## src/rtl/brb_pkg.sv

```systemverilog
`timescale 1ns / 1ps
`default_nettype none
// ----------------------------------------------------------------------------
// brb_pkg: shared types and constants of the byte ring buffer
// Command codes, field widths, the result record and the link structs used
// between the controller and the output queue.
// ----------------------------------------------------------------------------
package brb_pkg;

  localparam int unsigned MODE_W  = 3;
  localparam int unsigned COUNT_W = 7;
  localparam int unsigned BYTE_W  = 8;
  localparam int unsigned STAT_W  = 11;

  typedef enum logic [MODE_W-1:0] {
    MODE_ENQ   = 3'd0,
    MODE_DEQ   = 3'd1,
    MODE_PEEK  = 3'd2,
    MODE_SKIP  = 3'd3,
    MODE_CLEAR = 3'd4
  } mode_e;

  typedef enum logic {
    ST_IDLE = 1'b0,
    ST_READ = 1'b1
  } state_e;

  typedef struct packed {
    logic [STAT_W-1:0] free_bytes;
    logic [STAT_W-1:0] used_bytes;
    logic              last;
    logic              status;
    logic [BYTE_W-1:0] out_byte;
  } res_t;

  typedef struct packed {
    logic valid;
    res_t res;
  } push_t;

  // Space left in the output queue once this cycle's pop is counted.
  typedef struct packed {
    logic room1;  // at least one entry free
    logic room2;  // both entries free
  } qstat_t;

endpackage
`default_nettype wire

```

## src/rtl/brb_outq.sv

```systemverilog
`timescale 1ns / 1ps
`default_nettype none
// ----------------------------------------------------------------------------
// brb_outq: two-entry result queue
// Decouples result delivery from command processing and absorbs the RAM
// read latency so that read bytes stream at one per cycle while m_axis takes them.
// ----------------------------------------------------------------------------
module brb_outq (
  input  wire logic           clk_i,
  input  wire logic           rst_ni,
  input  wire brb_pkg::push_t push_i,
  output brb_pkg::qstat_t     qstat_o,
  output logic                m_valid_o,
  input  wire logic           m_ready_i,
  output brb_pkg::res_t       m_res_o
);
  import brb_pkg::*;

  res_t       ent_q [2];
  logic       wr_ptr_q, wr_ptr_d;
  logic       rd_ptr_q, rd_ptr_d;
  logic [1:0] cnt_q, cnt_d;
  logic       pop;

  assign m_valid_o = (cnt_q != 2'd0);
  assign m_res_o   = ent_q[rd_ptr_q];
  assign pop       = m_valid_o && m_ready_i;

  assign qstat_o.room1 = (cnt_q != 2'd2) || pop;
  assign qstat_o.room2 = (cnt_q == 2'd0) || ((cnt_q == 2'd1) && pop);

  always_comb begin
    wr_ptr_d = wr_ptr_q ^ push_i.valid;
    rd_ptr_d = rd_ptr_q ^ pop;
    cnt_d    = cnt_q + {1'b0, push_i.valid} - {1'b0, pop};
  end

  always_ff @(posedge clk_i or negedge rst_ni) begin
    if (!rst_ni) begin
      wr_ptr_q <= 1'b0;
      rd_ptr_q <= 1'b0;
      cnt_q    <= 2'd0;
    end else begin
      wr_ptr_q <= wr_ptr_d;
      rd_ptr_q <= rd_ptr_d;
      cnt_q    <= cnt_d;
    end
  end

  always_ff @(posedge clk_i) begin
    if (push_i.valid) begin
      ent_q[wr_ptr_q] <= push_i.res;
    end
  end

endmodule
`default_nettype wire

```

## config.mk

```make
export PLATFORM = sky130hd
export DESIGN_NAME = brb_outq
export DESIGN_NICKNAME = d
export VERILOG_FILES = /design/src/rtl/brb_pkg.sv /design/src/rtl/brb_outq.sv
export SDC_FILE = /design/constraint.sdc
export NUM_CORES = 1
export LEC_CHECK = 0
export ABC_CLOCK_PERIOD_IN_PS = 1500
export BUFFER_PORTS_ARGS = -buffer_cell sky130_fd_sc_hd__buf_2
export CAP_MARGIN = 30
export CORE_MARGIN = 3
export CORE_UTILIZATION = 47
export CTS_CLUSTER_DIAMETER = 120
export DETAILED_ROUTE_END_ITERATION = 8
export GPL_TIMING_DRIVEN = 1
export PLACE_DENSITY_LB_ADDON = 0.12
export SETUP_SLACK_MARGIN = 0.1
export SLEW_MARGIN = 10
export SYNTH_ARGS = -nofsm -noshare
export SYNTH_HDL_FRONTEND = slang
export SYNTH_SLANG_ARGS = --single-unit
export TNS_END_PERCENT = 1
```

## constraint.sdc

```tcl
create_clock -name clk_i -period 1.5 [get_ports clk_i]
set_input_delay 0.225 -clock clk_i [delete_from_list [all_inputs] [get_ports clk_i]]
set_output_delay 0.225 -clock clk_i [all_outputs]
set_load 0.01 [all_outputs]
```

* Yosys cells after proc, flatten, opt, wreduce, memory -nomap -nowiden
Memories as Yosys holds them, arrays and structs flattened.
Index checks and enable logic that the tools add are counted.
** Word-level totals
- Flip-flop bits (word level) :: 4
- Bits in latches :: 0
- RAM bits :: 64
- Bits in read-only memories :: 0
- Output and inout bits :: 35
- Logic and storage cells :: 18
- Memories :: 1
** Memories
- ent_q :: words 2, width 32, rd ports 1, clocked after memory_dff 0, write ports 1, line brb_outq.sv:19 : res_t ent_q [2];
** Cells by class
- Add/subtract/negate cells :: 2
- Multiply operators :: 0
- Divide/modulo/power cells :: 0
- Magnitude comparators :: 0
- Equality and inequality tests :: 2
- Shift operators :: 0
- Mux-type cells :: 2
- Bitwise logic cells :: 2
- Reductions and logical operators :: 6
** Operators with widths (count)
- adder 2 x 1 -> 2 bit :: 1
- == test 2 x 1 -> 1 bit, second input constant :: 1
- logical AND 1 bit :: 2
- zero test 2 bit :: 1
- logical OR 1 bit :: 2
- 2-to-1 mux 1 bit :: 2
- != test 2 bit, second input constant :: 1
- nonzero test 2 bit :: 1
- subtractor 2 x 1 -> 2 bit :: 1
- XOR 1 bit :: 2

* Longest topological paths before layout
- Depth in word-level cells :: 4
- Depth in mapped cells :: 6
- Depth with buffers taken out :: 6

* Least setup slack after synthesis
No wires, ideal clock.
- Path kind :: register to register
- Start :: reg wr_ptr_q
- End :: mem ent_q[0][0] in the netlist's numbering, enable pin
- Data arrival time :: 1238 ps
- Data required time :: 1108 ps
- Slack :: -130 ps
- Cell stages (with the launch flop) :: 3
- Path buffers :: 0
- Cell sequence :: dfrtp_1 > inv_1 > ha_1
** RTL lines
- start, declared :: line brb_outq.sv:20 : logic wr_ptr_q, wr_ptr_d;
- start signal, assigned :: line brb_outq.sv:44 : wr_ptr_q <= wr_ptr_d;
- end, declared :: line brb_outq.sv:19
No word-level cell before the write port.

==> reports/summary.log <==
qor: synthesis.synth.cell_area 2680 um2
qor: synthesis.synthesized_netlist_net_count 160
qor: clocking.cts_made_buffers 9
qor: global_routing.antenna_found_initial 0
qor: drt.postRouteAntennaNets 0
qor: synthesis.synth_enable_flop_cells 64
qor: timing.fin_ws -117 ps
qor: timing.worst_hold_slack 81.7 ps
qor: timing.maxClockFrequency 618 MHz
qor: floorplan.die-height 81.5 um
qor: timing.setup_failing_eps_final 33
qor: hold_path.min_from push_i[4]
qor: placement.place_worst_setup_slack -47.4 ps
qor: hold_path.hold-path-cell-count 1
qor: synthesis.synth_top_cells_by_area sky130_fd_sc_hd__edfxtp_1 72%, sky130_fd_sc_hd__mux2_4 16%, sky130_fd_sc_hd__dfrtp_1 3.7%
qor: clocking.cts.path.max_buffers 2
qor: synthesis.ys_seq_elements 68
qor: run.cap_violations 0
qor: cells_and_area.antenna_cells 0
qor: global_routing.grtUsageTotal 14.9%
qor: timing.hold_viol_final 0
qor: worst_setup_path.required 1270 ps
qor: worst_setup_path.crit_path_cells buf_12 -> mux2_4 -> buf_6
qor: global_routing.global_route_wire_length_before_repair 7.05 mm
qor: cells_and_area.post-route-util 66.2%
qor: floorplan.core-area 5300 um2
qor: worst_setup_path.regToRegStartpoint cnt_q[0]$_DFF_PN0_
qor: floorplan.die_footprint 6650 um2
qor: synthesis.mean_instance_size_in_the_synthesized_netlist 22.3 um2
qor: timing.maxSlewViolCount 0
qor: synthesis.post-synth-top-area-cell sky130_fd_sc_hd__edfxtp_1
qor: clocking.cts_tree built
qor: worst_setup_path.worstSetupPathType register to output pin
qor: worst_setup_path.max_stage_delay 440 ps
qor: floorplan.rows 26
qor: hold_path.hold_end ent_q[1][4]$_DFFE_PP_
qor: cells_and_area.flow.area_growth_from_synthesis 31.0%
qor: placement.gpl_wtd_cong 0.609
qor: drt.num_vias 1339
qor: drt.vias_per_cell 4.82
qor: drt.finalWirelength 4.53 mm
qor: floorplan.die_width 81.5 um
qor: synthesis.yosysTopAreaCellShare 71.7%
qor: timing.slew_headroom 84.1%
qor: global_routing.global_route.overflow_total 0
qor: clocking.cts.sinks 68
qor: placement.place_hpwl 3.11 mm
qor: clocking.clk_latency 330 ps
qor: timing.timing_worst_slew_pin_value 238 ps
qor: timing.worst_clock_skew 5.97 ps
qor: global_routing.met2_usage 25.1%
qor: hold_path.worstHoldPathType input pin to register
qor: global_routing.number_of_global_route_vias_before_repair 1476
qor: timing.grt_setup_unrepaired true
qor: power.p_leak 1.45 nW
qor: clocking.root_buffer sky130_fd_sc_hd__clkbuf_8
qor: worst_setup_path.end_kind output pin
qor: synthesis.synth_commonest_cells 64 x sky130_fd_sc_hd__edfxtp_1, 29 x sky130_fd_sc_hd__mux2_4, 5 x sky130_fd_sc_hd__inv_1
qor: synthesis.synth.yosys.warnings 0
qor: run_status.run_status complete, but fails checks
qor: worst_setup_path.timing.critical_path.arrival 1390 ps
qor: worst_setup_path.cp_top_family flip-flops
qor: synthesis.yosys.cell_types.count 14
qor: power.power_density 1870 nW/um2
qor: clocking.clk_pin_slew_worst_paths 70 ps
qor: worst_setup_path.rr_endpoint cnt_q[1]$_DFF_PN0_
qor: synthesis.synth.most_common_cell sky130_fd_sc_hd__edfxtp_1
qor: global_routing.globalRouteMet3Util 5.48%
qor: floorplan.start_util 50.6%
qor: global_routing.maximum_number_of_pins_on_one_net_before_global_route_repair 18
qor: worst_setup_path.largest_fanout_of_any_net_on_the_critical_path 17
qor: synthesis.synth_sequential_area_ratio 75.4%
qor: drt.drt_drc_violations_left 0
qor: power.power.ir.vdd_worst 1.00 mV
qor: worst_setup_path.crit_path_start_kind register
qor: drt.drt_first_pass_iters 4
qor: drt.wire_length_per_cell 16.3 um
qor: cells_and_area.fillCellCount 399
qor: worst_setup_path.cell_count_along_the_critical_path 3
qor: timing.finalSetupTns -3370 ps
qor: cells_and_area.final_net_count 245
qor: global_routing.grt.busiest_layer met2
qor: timing.post-route-min-period 1620 ps
qor: run_status.failing_checks negative setup slack
qor: worst_setup_path.reg2reg_depth 6
qor: worst_setup_path.ff2ff_setup_slack -40 ps
qor: floorplan.ios 71
qor: synthesis.netlist_instances 120
qor: synthesis.synth-async-reset-ratio 5.88%
qor: cells_and_area.drive_above_1_share 59.6%
qor: synthesis.synthFlopType sky130_fd_sc_hd__edfxtp_1
qor: worst_setup_path.timing.critical_path.buf_inv 2
qor: placement.port_buffers 70
qor: timing.final_min_period_over_clock_period 108%
qor: clocking.clock_tree.htree_level_count 3
qor: worst_setup_path.cp_slowest_cell sky130_fd_sc_hd__dfrtp_2
qor: drt.detailedRoute.firstIterationViolations 49
qor: clocking.postCtsSetupRepairBufs 0
qor: global_routing.grt_use_met1 16.9%
-- power by group --
| group | switching (W) | leakage (nW) | total, W | internal, W |
|---|---|---|---|---|
| registers | 0.000130 | 0.646 | 0.00266 | 0.00253 |
| logic | 0.00112 | 0.731 | 0.00272 | 0.00160 |
| clock network | 0.000603 | 0.0727 | 0.00118 | 0.000573 |
| total | 0.00185 | 1.45 | 0.00656 | 0.00471 |
-- flip-flops by register name, summed over array words and instances (netlist names) --
signal    flops
cnt_q         2
rd_ptr_q      1
ent_q        64
wr_ptr_q      1
-- cell families (layout without fill, tap and decap cells) --
logic type | count (synthesis) | count (layout) | share of synthesized area, %
DFF | 68 | 68 | 75.4
muxes | 32 | 32 | 17.5
buffers and inverters | 9 | 97 | 3.36
adders and majority gates | 4 | 4 | 1.87
xor gates and xnor gates | 3 | 3 | 0.980
AOI/OAI and AO/OA | 2 | 2 | 0.467
and+or+nand+nor | 2 | 2 | 0.420
-- worst reg2reg max path, cell delays in order (launching register included) --
cell                      delay, ps
sky130_fd_sc_hd__dfrtp_1        410
sky130_fd_sc_hd__o21a_1         220
sky130_fd_sc_hd__ha_1           290
sky130_fd_sc_hd__inv_1           40
sky130_fd_sc_hd__ha_1           200
sky130_fd_sc_hd__xnor2_2        150
sky130_fd_sc_hd__xnor2_1        130
-- cells in the final DEF, fill, tap and decap left out, drive strengths merged --
| master | instances |
|---|---|
| clkinv | 2 |
| clkinvlp | 1 |
| o21a | 1 |
| buf | 77 |
| a21oi | 1 |
| xnor2 | 2 |
| or2 | 1 |
| dlygate4sd3 | 1 |
| clkbuf | 11 |
| xor2 | 1 |
| nand3 | 1 |
| dfrtp | 4 |
| ha | 4 |
| mux2 | 32 |
| inv | 5 |
| edfxtp | 64 |
-- how the worst max path moves through the flow --
stage | startpoint | endpoint | slack (ps)
2_1_floorplan | wr_ptr_q$_DFF_PN0_ | ent_q[1][0]$_DFFE_PP_ | -50
3_3_place_gp | cnt_q[0]$_DFF_PN0_ | cnt_q[1]$_DFF_PN0_ | 80
3_5_place_dp | cnt_q[0]$_DFF_PN0_ | cnt_q[1]$_DFF_PN0_ | -50
4_1_cts | rd_ptr_q$_DFF_PN0_ | m_res_o[0] | -160
5_1_grt | rd_ptr_q$_DFF_PN0_ | m_res_o[28] | -170
6_report | rd_ptr_q$_DFF_PN0_ | m_res_o[28] | -120
-- metrics by stage --
step | instances | total power [W] | instance area, um2
after global placement | 263 | 0.00479 | 3130
after detailed placement | 263 | 0.00489 | 3130
after global routing | 278 | 0.00692 | 3510
after floorplan | 120 | 0.00426 | 2680
after CTS | 278 | 0.00660 | 3490
final | 278 | 0.00656 | 3510
-- final cells by class --
cell class / count / area (um2) / share of cell area (%)
Clock inverter: 3 / 16.3 / 0.463
Multi-Input combinational cell: 43 / 593 / 16.9
Timing Repair Buffer: 78 / 642 / 18.3
Tap cell: 70 / 87.6 / 2.49
Inverter: 5 / 18.8 / 0.534
Sequential cell: 68 / 2020 / 57.6
Clock buffer: 11 / 131 / 3.74
-- what timing repair did --
item,4_1_cts,5_1_grt
gates resized for setup,34,4
hold buffers,1,0
hold endpoints to repair,4,0
cloned,0,0
pin swaps,0,1
setup endpoints to repair,34,36
-- per-layer routing --
layer / part of all wire [%] / vias to the layer above
li1: - / 626
met1: 37 / 657
met2: 54 / 50
met3: 7.2 / 6
met4: 1.0 / 0
met5: 0 / -
Power figures use the tool's default switching activity.
