<file path="src/rtl/brb_pkg.sv">
`timescale 1ns / 1ps
`default_nettype none
// ----------------------------------------------------------------------------
// brb_pkg: shared types and constants of the byte ring buffer
// Command codes, field widths, the result record and the link structs used
// between the controller and the output queue.
// ----------------------------------------------------------------------------
package brb_pkg;

  localparam int unsigned MODE_W  = 3;
  localparam int unsigned COUNT_W = 7;
  localparam int unsigned BYTE_W  = 8;
  localparam int unsigned STAT_W  = 11;

  typedef enum logic [MODE_W-1:0] {
    MODE_ENQ   = 3'd0,
    MODE_DEQ   = 3'd1,
    MODE_PEEK  = 3'd2,
    MODE_SKIP  = 3'd3,
    MODE_CLEAR = 3'd4
  } mode_e;

  typedef enum logic {
    ST_IDLE = 1'b0,
    ST_READ = 1'b1
  } state_e;

  typedef struct packed {
    logic [STAT_W-1:0] free_bytes;
    logic [STAT_W-1:0] used_bytes;
    logic              last;
    logic              status;
    logic [BYTE_W-1:0] out_byte;
  } res_t;

  typedef struct packed {
    logic valid;
    res_t res;
  } push_t;

  // Space left in the output queue once this cycle's pop is counted.
  typedef struct packed {
    logic room1;  // at least one entry free
    logic room2;  // both entries free
  } qstat_t;

endpackage
`default_nettype wire

</file>
<file path="src/rtl/brb_ctrl.sv">
`timescale 1ns / 1ps
`default_nettype none
// ----------------------------------------------------------------------------
// brb_ctrl: ring buffer controller
// Holds the indices, fill count and block state, decodes commands, writes
// enqueued bytes and sequences RAM reads for dequeue and peek.
// ----------------------------------------------------------------------------
module brb_ctrl #(
  parameter int unsigned DEPTH     = 1024,
  parameter int unsigned MAX_BLOCK = 64,
  parameter int unsigned IW        = 10
) (
  input  wire logic                          clk_i,
  input  wire logic                          rst_ni,
  input  wire logic                          in_valid_i,
  output logic                               in_ready_o,
  input  wire logic [brb_pkg::MODE_W-1:0]    mode_i,
  input  wire logic [brb_pkg::COUNT_W-1:0]   count_i,
  input  wire logic                          first_i,
  input  wire logic [brb_pkg::BYTE_W-1:0]    data_byte_i,
  input  wire brb_pkg::qstat_t               qstat_i,
  output brb_pkg::push_t                     push_o,
  output logic                               ram_we_o,
  output logic [IW-1:0]                      ram_waddr_o,
  output logic [brb_pkg::BYTE_W-1:0]         ram_wdata_o,
  output logic                               ram_re_o,
  output logic [IW-1:0]                      ram_raddr_o,
  input  wire logic [brb_pkg::BYTE_W-1:0]    ram_rdata_i
);
  import brb_pkg::*;

  localparam int unsigned FW   = $clog2(DEPTH + 1);
  localparam int unsigned CMPW = (FW > COUNT_W) ? FW : COUNT_W;
  localparam int unsigned IXW  = (IW > COUNT_W) ? IW : COUNT_W;
  localparam int unsigned SW   = IXW + 1;

  function automatic logic [IW-1:0] wrap_inc(input logic [IW-1:0] i);
    return (i == IW'(DEPTH - 1)) ? '0 : i + 1'b1;
  endfunction

  function automatic logic [STAT_W-1:0] used_of(input logic [FW-1:0] f);
    logic [31:0] e;
    e = 32'(f);
    return e[STAT_W-1:0];
  endfunction

  function automatic logic [STAT_W-1:0] free_of(input logic [FW-1:0] f);
    logic [31:0] e;
    e = 32'(DEPTH) - 32'(f);
    return e[STAT_W-1:0];
  endfunction

  state_e              state_q, state_d;
  logic [IW-1:0]       rd_idx_q, rd_idx_d;
  logic [IW-1:0]       wr_idx_q, wr_idx_d;
  logic [FW-1:0]       fill_q, fill_d;
  logic [COUNT_W-1:0]  blk_left_q, blk_left_d;
  logic                blk_ok_q, blk_ok_d;
  logic [IW-1:0]       rd_cur_q, rd_cur_d;
  logic [COUNT_W-1:0]  rd_left_q, rd_left_d;
  logic                rd_dq_q, rd_dq_d;
  logic                rd_valid_q, rd_valid_d;
  logic                meta_last_q, meta_last_d;
  logic [STAT_W-1:0]   meta_used_q, meta_used_d;
  logic [STAT_W-1:0]   meta_free_q, meta_free_d;

  logic                accept;
  logic                rej;
  logic                count_ok;
  logic                read_ok;
  logic [CMPW-1:0]     cnt_ext;
  logic [CMPW-1:0]     fill_ext;
  logic [CMPW-1:0]     free_ext;
  logic [SW-1:0]       skip_sum;
  logic [CMPW-1:0]     skip_fill;

  assign cnt_ext  = CMPW'(count_i);
  assign fill_ext = CMPW'(fill_q);
  assign free_ext = CMPW'(FW'(DEPTH) - fill_q);
  assign count_ok = (count_i != '0) && (count_i <= COUNT_W'(MAX_BLOCK));
  assign read_ok  = count_ok && (cnt_ext <= fill_ext);
  assign skip_fill = fill_ext - cnt_ext;

  always_comb begin
    skip_sum = SW'(rd_idx_q) + SW'(count_i);
    if (skip_sum >= SW'(DEPTH)) begin
      skip_sum = skip_sum - SW'(DEPTH);
    end
  end

  always_comb begin
    state_d     = state_q;
    rd_idx_d    = rd_idx_q;
    wr_idx_d    = wr_idx_q;
    fill_d      = fill_q;
    blk_left_d  = blk_left_q;
    blk_ok_d    = blk_ok_q;
    rd_cur_d    = rd_cur_q;
    rd_left_d   = rd_left_q;
    rd_dq_d     = rd_dq_q;
    rd_valid_d  = 1'b0;
    meta_last_d = meta_last_q;
    meta_used_d = meta_used_q;
    meta_free_d = meta_free_q;
    in_ready_o  = 1'b0;
    accept      = 1'b0;
    rej         = 1'b1;
    push_o      = '0;
    ram_we_o    = 1'b0;
    ram_waddr_o = wr_idx_q;
    ram_wdata_o = data_byte_i;
    ram_re_o    = 1'b0;
    ram_raddr_o = rd_cur_q;

    unique case (state_q)
      ST_IDLE: begin
        // The previous read burst must have landed before a new command.
        in_ready_o = !rd_valid_q && qstat_i.room1;
        accept     = in_valid_i && in_ready_o;
        if (accept) begin
          push_o.valid = 1'b1;
          case (mode_i)
            MODE_ENQ: begin
              if (first_i) begin
                blk_ok_d   = count_ok && (cnt_ext <= free_ext);
                blk_left_d = (count_i != '0) ? count_i - 1'b1 : '0;
              end else if (blk_left_q != '0) begin
                blk_left_d = blk_left_q - 1'b1;
              end
              if ((first_i && blk_ok_d) ||
                  (!first_i && (blk_left_q != '0) && blk_ok_q)) begin
                if (fill_q != FW'(DEPTH)) begin
                  ram_we_o = 1'b1;
                  wr_idx_d = wrap_inc(wr_idx_q);
                  fill_d   = fill_q + 1'b1;
                  rej      = 1'b0;
                end
              end
            end
            MODE_DEQ, MODE_PEEK: begin
              if (read_ok) begin
                push_o.valid = 1'b0;
                state_d      = ST_READ;
                rd_cur_d     = rd_idx_q;
                rd_left_d    = count_i;
                rd_dq_d      = (mode_i == MODE_DEQ);
              end
            end
            MODE_SKIP: begin
              if (read_ok) begin
                rd_idx_d = skip_sum[IW-1:0];
                fill_d   = skip_fill[FW-1:0];
                rej      = 1'b0;
              end
            end
            MODE_CLEAR: begin
              rd_idx_d   = '0;
              wr_idx_d   = '0;
              fill_d     = '0;
              blk_left_d = '0;
              blk_ok_d   = 1'b0;
              rej        = 1'b0;
            end
            default: begin
              rej = 1'b1;
            end
          endcase
          push_o.res.out_byte   = '0;
          push_o.res.status     = rej;
          push_o.res.last       = 1'b1;
          push_o.res.used_bytes = used_of(fill_d);
          push_o.res.free_bytes = free_of(fill_d);
        end
      end
      ST_READ: begin
        // A byte landing this cycle also takes a queue entry.
        if (rd_valid_q ? qstat_i.room2 : qstat_i.room1) begin
          ram_re_o   = 1'b1;
          rd_cur_d   = wrap_inc(rd_cur_q);
          if (rd_dq_q) begin
            rd_idx_d = wrap_inc(rd_cur_q);
            fill_d   = fill_q - 1'b1;
          end
          rd_valid_d  = 1'b1;
          meta_last_d = (rd_left_q == COUNT_W'(1));
          meta_used_d = used_of(fill_d);
          meta_free_d = free_of(fill_d);
          rd_left_d   = rd_left_q - 1'b1;
          if (rd_left_q == COUNT_W'(1)) begin
            state_d = ST_IDLE;
          end
        end
      end
      default: begin
        state_d = ST_IDLE;
      end
    endcase

    if (rd_valid_q) begin
      push_o.valid          = 1'b1;
      push_o.res.out_byte   = ram_rdata_i;
      push_o.res.status     = 1'b0;
      push_o.res.last       = meta_last_q;
      push_o.res.used_bytes = meta_used_q;
      push_o.res.free_bytes = meta_free_q;
    end
  end

  always_ff @(posedge clk_i or negedge rst_ni) begin
    if (!rst_ni) begin
      state_q    <= ST_IDLE;
      rd_idx_q   <= '0;
      wr_idx_q   <= '0;
      fill_q     <= '0;
      blk_left_q <= '0;
      blk_ok_q   <= 1'b0;
      rd_cur_q   <= '0;
      rd_left_q  <= '0;
      rd_dq_q    <= 1'b0;
      rd_valid_q <= 1'b0;
    end else begin
      state_q    <= state_d;
      rd_idx_q   <= rd_idx_d;
      wr_idx_q   <= wr_idx_d;
      fill_q     <= fill_d;
      blk_left_q <= blk_left_d;
      blk_ok_q   <= blk_ok_d;
      rd_cur_q   <= rd_cur_d;
      rd_left_q  <= rd_left_d;
      rd_dq_q    <= rd_dq_d;
      rd_valid_q <= rd_valid_d;
    end
  end

  always_ff @(posedge clk_i) begin
    meta_last_q <= meta_last_d;
    meta_used_q <= meta_used_d;
    meta_free_q <= meta_free_d;
  end

endmodule
`default_nettype wire

</file>
<file path="config.mk">
export PLATFORM = sky130hd
export DESIGN_NAME = brb_ctrl
export DESIGN_NICKNAME = d
export VERILOG_FILES = /design/src/rtl/brb_pkg.sv /design/src/rtl/brb_ctrl.sv
export SDC_FILE = /design/constraint.sdc
export NUM_CORES = 1
export LEC_CHECK = 0
export ABC_AREA = 1
export BUFFER_PORTS_ARGS = -buffer_cell sky130_fd_sc_hd__buf_4
export CORE_ASPECT_RATIO = 2
export CORE_MARGIN = 2
export CORE_UTILIZATION = 51
export CTS_BUF_LIST = sky130_fd_sc_hd__clkbuf_2 sky130_fd_sc_hd__clkbuf_4 sky130_fd_sc_hd__clkbuf_8
export DETAILED_ROUTE_END_ITERATION = 7
export MAX_ROUTING_LAYER = met4
export PLACE_DENSITY = 0.79
export SETUP_SLACK_MARGIN = 0.05
export SKIP_CTS_REPAIR_TIMING = 1
export SLEW_MARGIN = 30
export SYNTH_ARGS = -nofsm -noshare
export SYNTH_HDL_FRONTEND = slang
export SYNTH_SLANG_ARGS = --single-unit
export TNS_END_PERCENT = 50
</file>
<file path="constraint.sdc">
create_clock -name clk_i -period 11.2 [get_ports clk_i]
set_clock_uncertainty 0.2 [all_clocks]
set_input_delay 1.68 -clock clk_i [delete_from_list [all_inputs] [get_ports clk_i]]
set_output_delay 1.68 -clock clk_i [all_outputs]
set_load 0.01 [all_outputs]
</file>
== Word level (Yosys, flattened, before mapping) ==
Index checks and enable logic that the tools add are counted.

* Eq/ne operators: 18
* Bitwise operators: 1
* Reduce and logical (&&, ||, !) cells: 24
* Mux-type cells: 66
* Add/sub/neg operators: 13
* Order comparisons: 4

{| class="wikitable"
|+ Operators by type and width
! kind !! number
|-
| 2-to-1 mux 10 bit || 13
|-
| 2-to-1 mux 11 bit || 10
|-
| 2-to-1 mux 33 bit || 3
|-
| one-hot mux 10 bit (2 select lines) || 4
|-
| 2-to-1 mux 7 bit || 7
|-
| one-hot mux 11 bit (3 select lines) || 1
|-
| subtractor 11 bit (first input constant) || 3
|-
| one-hot mux 7 bit (2 select lines) || 2
|-
| less-or-equal comparator 7 x 11 -> 1 bit || 2
|-
| 2-to-1 mux 1 bit || 22
|-
| one-hot mux 11 bit (2 select lines) || 1
|-
| subtractor 7 x 1 -> 7 bit (second input constant) || 3
|-
| adder 10 x 1 -> 10 bit (second input constant) || 2
|-
| equality test 10 bit (second input constant) || 2
|-
| nonzero test 7 bit || 2
|-
| AND reduction 4 bit || 3
|-
| adder 10 x 7 -> 11 bit || 1
|-
| adder 11 x 1 -> 11 bit (second input constant) || 1
|-
| greater-or-equal comparator 11 bit (second input constant) || 1
|-
| inequality test 11 bit (second input constant) || 1
|-
| subtractor 11 x 1 -> 11 bit (second input constant) || 1
|-
| subtractor 11 x 7 -> 11 bit || 1
|-
| AND reduction 5 bit || 2
|-
| subtractor 10 x 1 -> 10 bit (second input constant) || 1
|-
| other kinds (20) || 37
|}

* Register bits after elaboration: 82
* Output and inout bits: 64
* Input bits: 32
* Logic and storage cells: 139

== Logic depth before layout (Yosys ltp) ==
* Depth after elaboration: 17
* Mapped depth: 27
* Depth with buffers taken out: 26

== Worst setup path after synthesis ==
OpenSTA, ideal clock, no wires.

* Path kind: input to output
* From: in count_i[2] (netlist bit)
* To: out push_o[27] (netlist bit)
* Data required time: 9.320 ns
* Cell stages on the path: 18
* Arrival time: 3.829 ns
* Buffers on the path: 1
* Slack: 5.491 ns
* Cells stage by stage: inv_1 ha_1 nand2_1 o211ai_1 a21oi_1 nand3_1 nand2_1 buf_2 nand2_1 inv_1 o22ai_1 nand2_2 inv_2 ha_1 nand4_2 or2_0 nand3_1 nand2_1

{| class="wikitable"
|+ RTL lines
! what !! RTL line !! source
|-
| start, declared || brb_ctrl.sv:18 || <nowiki>input wire logic [brb_pkg::COUNT_W-1:0] count_i,</nowiki>
|-
| end, declared || brb_ctrl.sv:22 || <nowiki>output brb_pkg::push_t push_o,</nowiki>
|}

==> impl_results.rst <==
.. list-table::
   :header-rows: 1

   * - Metric
     - Value
   * - Floorplan Core Area
     - about 0.013 sq mm
   * - Sequential cell area fraction in the yosys report
     - 0.308
   * - TritonCTS Sinks
     - 81
   * - Number of global-route vias before repair
     - 6838
   * - Ordered list of cells on the worst path
     - buf_4, inv_1, ha_1, nand2_1, o211ai_1, a21oi_1, nand3_1, nand2_1, inv_1, o211ai_1, nand3_1, nand2_2, ha_1, nand3_2, nor2_4, nand2_1, nand2_1, nand3_1, buf_4
   * - Number of rows in the core area
     - 60
   * - Detailed-route via count
     - about 6800
   * - Share of the cycle needed by the critical path after routing
     - 0.592
   * - RSZ-0062 raised after global routing
     - false
   * - Status
     - finished with violations
   * - Remaining global-route overflow
     - 0
   * - Arrival time of the worst setup path
     - approximately 4.8 ns
   * - CTS H-tree lvls
     - 3
   * - Average cell area after synthesis
     - around 7 sq um
   * - Root Buffer
     - clkbuf_8
   * - Vertical die dimension
     - ~170 um
   * - Final Hold Violating Endpoints
     - 0
   * - Final max-slew violation count
     - 0
   * - Maximum number of pins on one net before global-route repair
     - 60
   * - Hold_ws
     - 0.322 ns
   * - Power density over the cells
     - 265 mW/mm^2
   * - Count of warnings emitted by yosys
     - 0
   * - Met3 GRT Util
     - 0.0449
   * - Startpoint of the tightest hold check path
     - blk_ok_q
   * - Total die area
     - between 0.01 and 0.015 sq mm
   * - Distinct cells, synth
     - 53
   * - Deepest clock path buffer count
     - 2
   * - Endpoint, Worst Hold
     - blk_ok_q
   * - Reg-to-reg startpoint
     - fill_ext[1]
   * - Global-route wire length before repair
     - 33600 um
   * - ANT cells
     - 0
   * - Antenna violation net count after detailed routing
     - 0
   * - Die outline width
     - between 80 and 90 um
   * - Critical path startpoint category
     - primary input
   * - WP data required
     - 9.32 ns
   * - Crit path buffers/inverters
     - 4
   * - Delay contributed by the slowest stage of the critical path
     - 0.34 ns
   * - Max_cap viols
     - 0
   * - Max-slew headroom at the worst pin
     - 0.433
   * - Total power consumption of the routed design
     - 2.06 mW
   * - Standby leakage power
     - 3.74 nW
   * - Min Clock Period, post-route
     - 6.63 ns
   * - Drt total wl
     - 21000 um
   * - Critical path endpoint category
     - output port
   * - Fin Setup TNS
     - 0 ns
   * - Number of placed I/O pins
     - between 90 and 100
   * - Core occupancy in the finished layout
     - 0.581
   * - Transition at the pin with the smallest max-transition slack
     - roughly 0.85 ns
   * - Delay-heaviest family, CP
     - simple AND/OR/NAND/NOR gates
   * - Slowest cell on the critical path
     - ha_1
   * - Clock slew at reported path FFs
     - 0.08 ns
   * - WHS Path Cells
     - 2
   * - Maximum fanout along the worst path
     - 11
   * - Routed vias/inst
     - 5.66
   * - Worst VDD drop
     - 0.000122 V
   * - Final setup vio count
     - 0
   * - Area added between synthesis and finish
     - 11.9%
   * - Worst setup slack for register-to-register paths
     - 7.24 ns
   * - Commonest cells after routing, fill and taps aside
     - nand2_1, inv_1, o21ai_0
   * - Worst Path Class, Setup
     - in -> out
   * - Achievable frequency
     - between 150 and 200 MHz
   * - Number of buffers added on ports
     - 79
   * - Detailed-route wire length per cell
     - 17.4 um
   * - Share of final-layout standard cells stronger than drive strength 1
     - 0.167
   * - Global-route usage over all layers
     - 0.307
   * - Number of design-rule violations left by the first detailed-router iteration
     - about 460
   * - Effective utilization at floorplan
     - 0.519
   * - Total of flip-flops plus latches after synthesis
     - between 80 and 90
   * - Half-perimeter wire length after detailed placement
     - roughly 17000 um
   * - DRC violation count after routing
     - 5
   * - Last weighted congestion value of the routability-driven placer
     - around 1.1
   * - Post-synthesis instance area
     - 0.00693 sq mm
   * - Cell occurring most often along the worst timing path
     - nand2_1
   * - Grt peak-use layer
     - met2
   * - Most common cell after layout, fill and taps aside
     - nand2_1
   * - Number of buffers created by CTS
     - 9
   * - Gate count after technology mapping
     - between 900 and 1000
   * - Worst Reg-to-Reg Cells
     - 21
   * - CTS tree
     - built
   * - Failing checks
     - design-rule violations
   * - Met1 Usage GRT
     - 0.282
   * - Final Net Count
     - roughly 1100
   * - Class of the tightest hold or removal check
     - reg -> reg
   * - Design area
     - between 0.007 and 0.008 sq mm
   * - First-pass DRT Iterations
     - 8
   * - Met2 usage in global routing
     - 0.553
   * - Number of antenna violations at the first check in global routing
     - 0
   * - Post-placement cell area
     - 0.00754 sq mm
   * - Critical R2R Capture
     - fill_ext[0]
   * - Syn Nets
     - approximately 1100
   * - Later-pin clock latency in the skew report
     - 0.39 ns
cell families after synthesis:
family	share of synthesized area
and+or+nand+nor	0.323
AOI/OAI and AO/OA	0.148
buffers and inverters	0.107
DFF	0.308
xor gates and xnor gates	0.0480
adders and majority gates	0.0653
state kept, by name (all words and copies together), names as in the netlist, 7 cells and up:
signal / count
ram_waddr_o: 10
rd_idx_q: 10
fill_ext: 11
rd_left_q: 7
blk_left_q: 7
meta_free_q: 10
meta_used_q: 11
ram_raddr_o: 10
worst register-to-register path: cells and delay by family, from the launching register on:
family	cells	cell delay, ns
AOI/OAI and AO/OA	3	0.43
xor gates and xnor gates	1	0.37
adders and majority gates	2	0.60
buffers and inverters	1	0.19
DFF	1	0.66
and+or+nand+nor	14	1.40
worst max path at each step:
stage               startpoint          to  depth (start not counted)
global placement    count_i[1]  push_o[31]                         19
detailed placement  count_i[1]  push_o[27]                         18
CTS                 count_i[1]  push_o[31]                         19
floorplan           count_i[2]  push_o[27]                         18
global route        count_i[1]  push_o[31]                         19
finish              count_i[1]  push_o[31]                         19
per-layer routing:
metal | wire length [um] | part of all wire
met3 | 815 | 0.039
met4 | 1770 | 0.084
met2 | 11300 | 0.54
met1 | 7070 | 0.34
met5 | 0 | 0
through the flow:
step | instances | setup WS [ns]
2_1_floorplan | 989 | 5.49
3_3_place_gp | 1190 | 4.64
3_5_place_dp | 1190 | 4.58
4_1_cts | 1206 | 4.58
5_1_grt | 1206 | 4.27
6_report | 1206 | 4.57
area by class of cell:
type | count | area (sq um)
Clock buffer | 11 | 139
Tap cell | 155 | 194
Timing Repair Buffer | 86 | 646
Clock inverter | 5 | 81.3
Inverter | 128 | 497
Multi-Input combinational cell | 740 | 4070
Sequential cell | 81 | 2140
Fill cell | 1330 | 5600
cell usage after synthesis, drive strengths merged:
cell type	count	area, sq um
a21boi	1	7.51
a21o	1	7.51
a21oi	35	175
a22o	1	8.76
a22oi	2	15.0
a31oi	10	68.8
a32oi	1	8.76
buf	24	188
clkbuf	16	60.1
clkinv	4	23.8
dfrtp	59	1480
edfxtp	22	661
fa	2	40.0
ha	33	413
inv	124	473
nand2	255	1050
nand3	86	478
nand3b	3	22.5
nand4	10	75.1
nor2	101	468
nor3	21	110
nor4	2	12.5
o2111ai	2	17.5
o211ai	8	60.1
o21a	1	7.51
o21ai	108	541
o21ba	1	10.0
o21bai	2	15.0
o22ai	10	62.6
o31ai	2	15.0
o32ai	1	8.76
or2	3	18.8
xnor2	6	52.6
xor2	32	280
where the power goes:
group | internal, mW | total (mW) | switching, mW | leakage (nW)
Combinational | 0.436 | 1.22 | 0.783 | 2.70
Clock | 0.131 | 0.246 | 0.116 | 0.110
Sequential | 0.454 | 0.592 | 0.137 | 0.921
No activity file was read; power rests on OpenSTA's default activity.
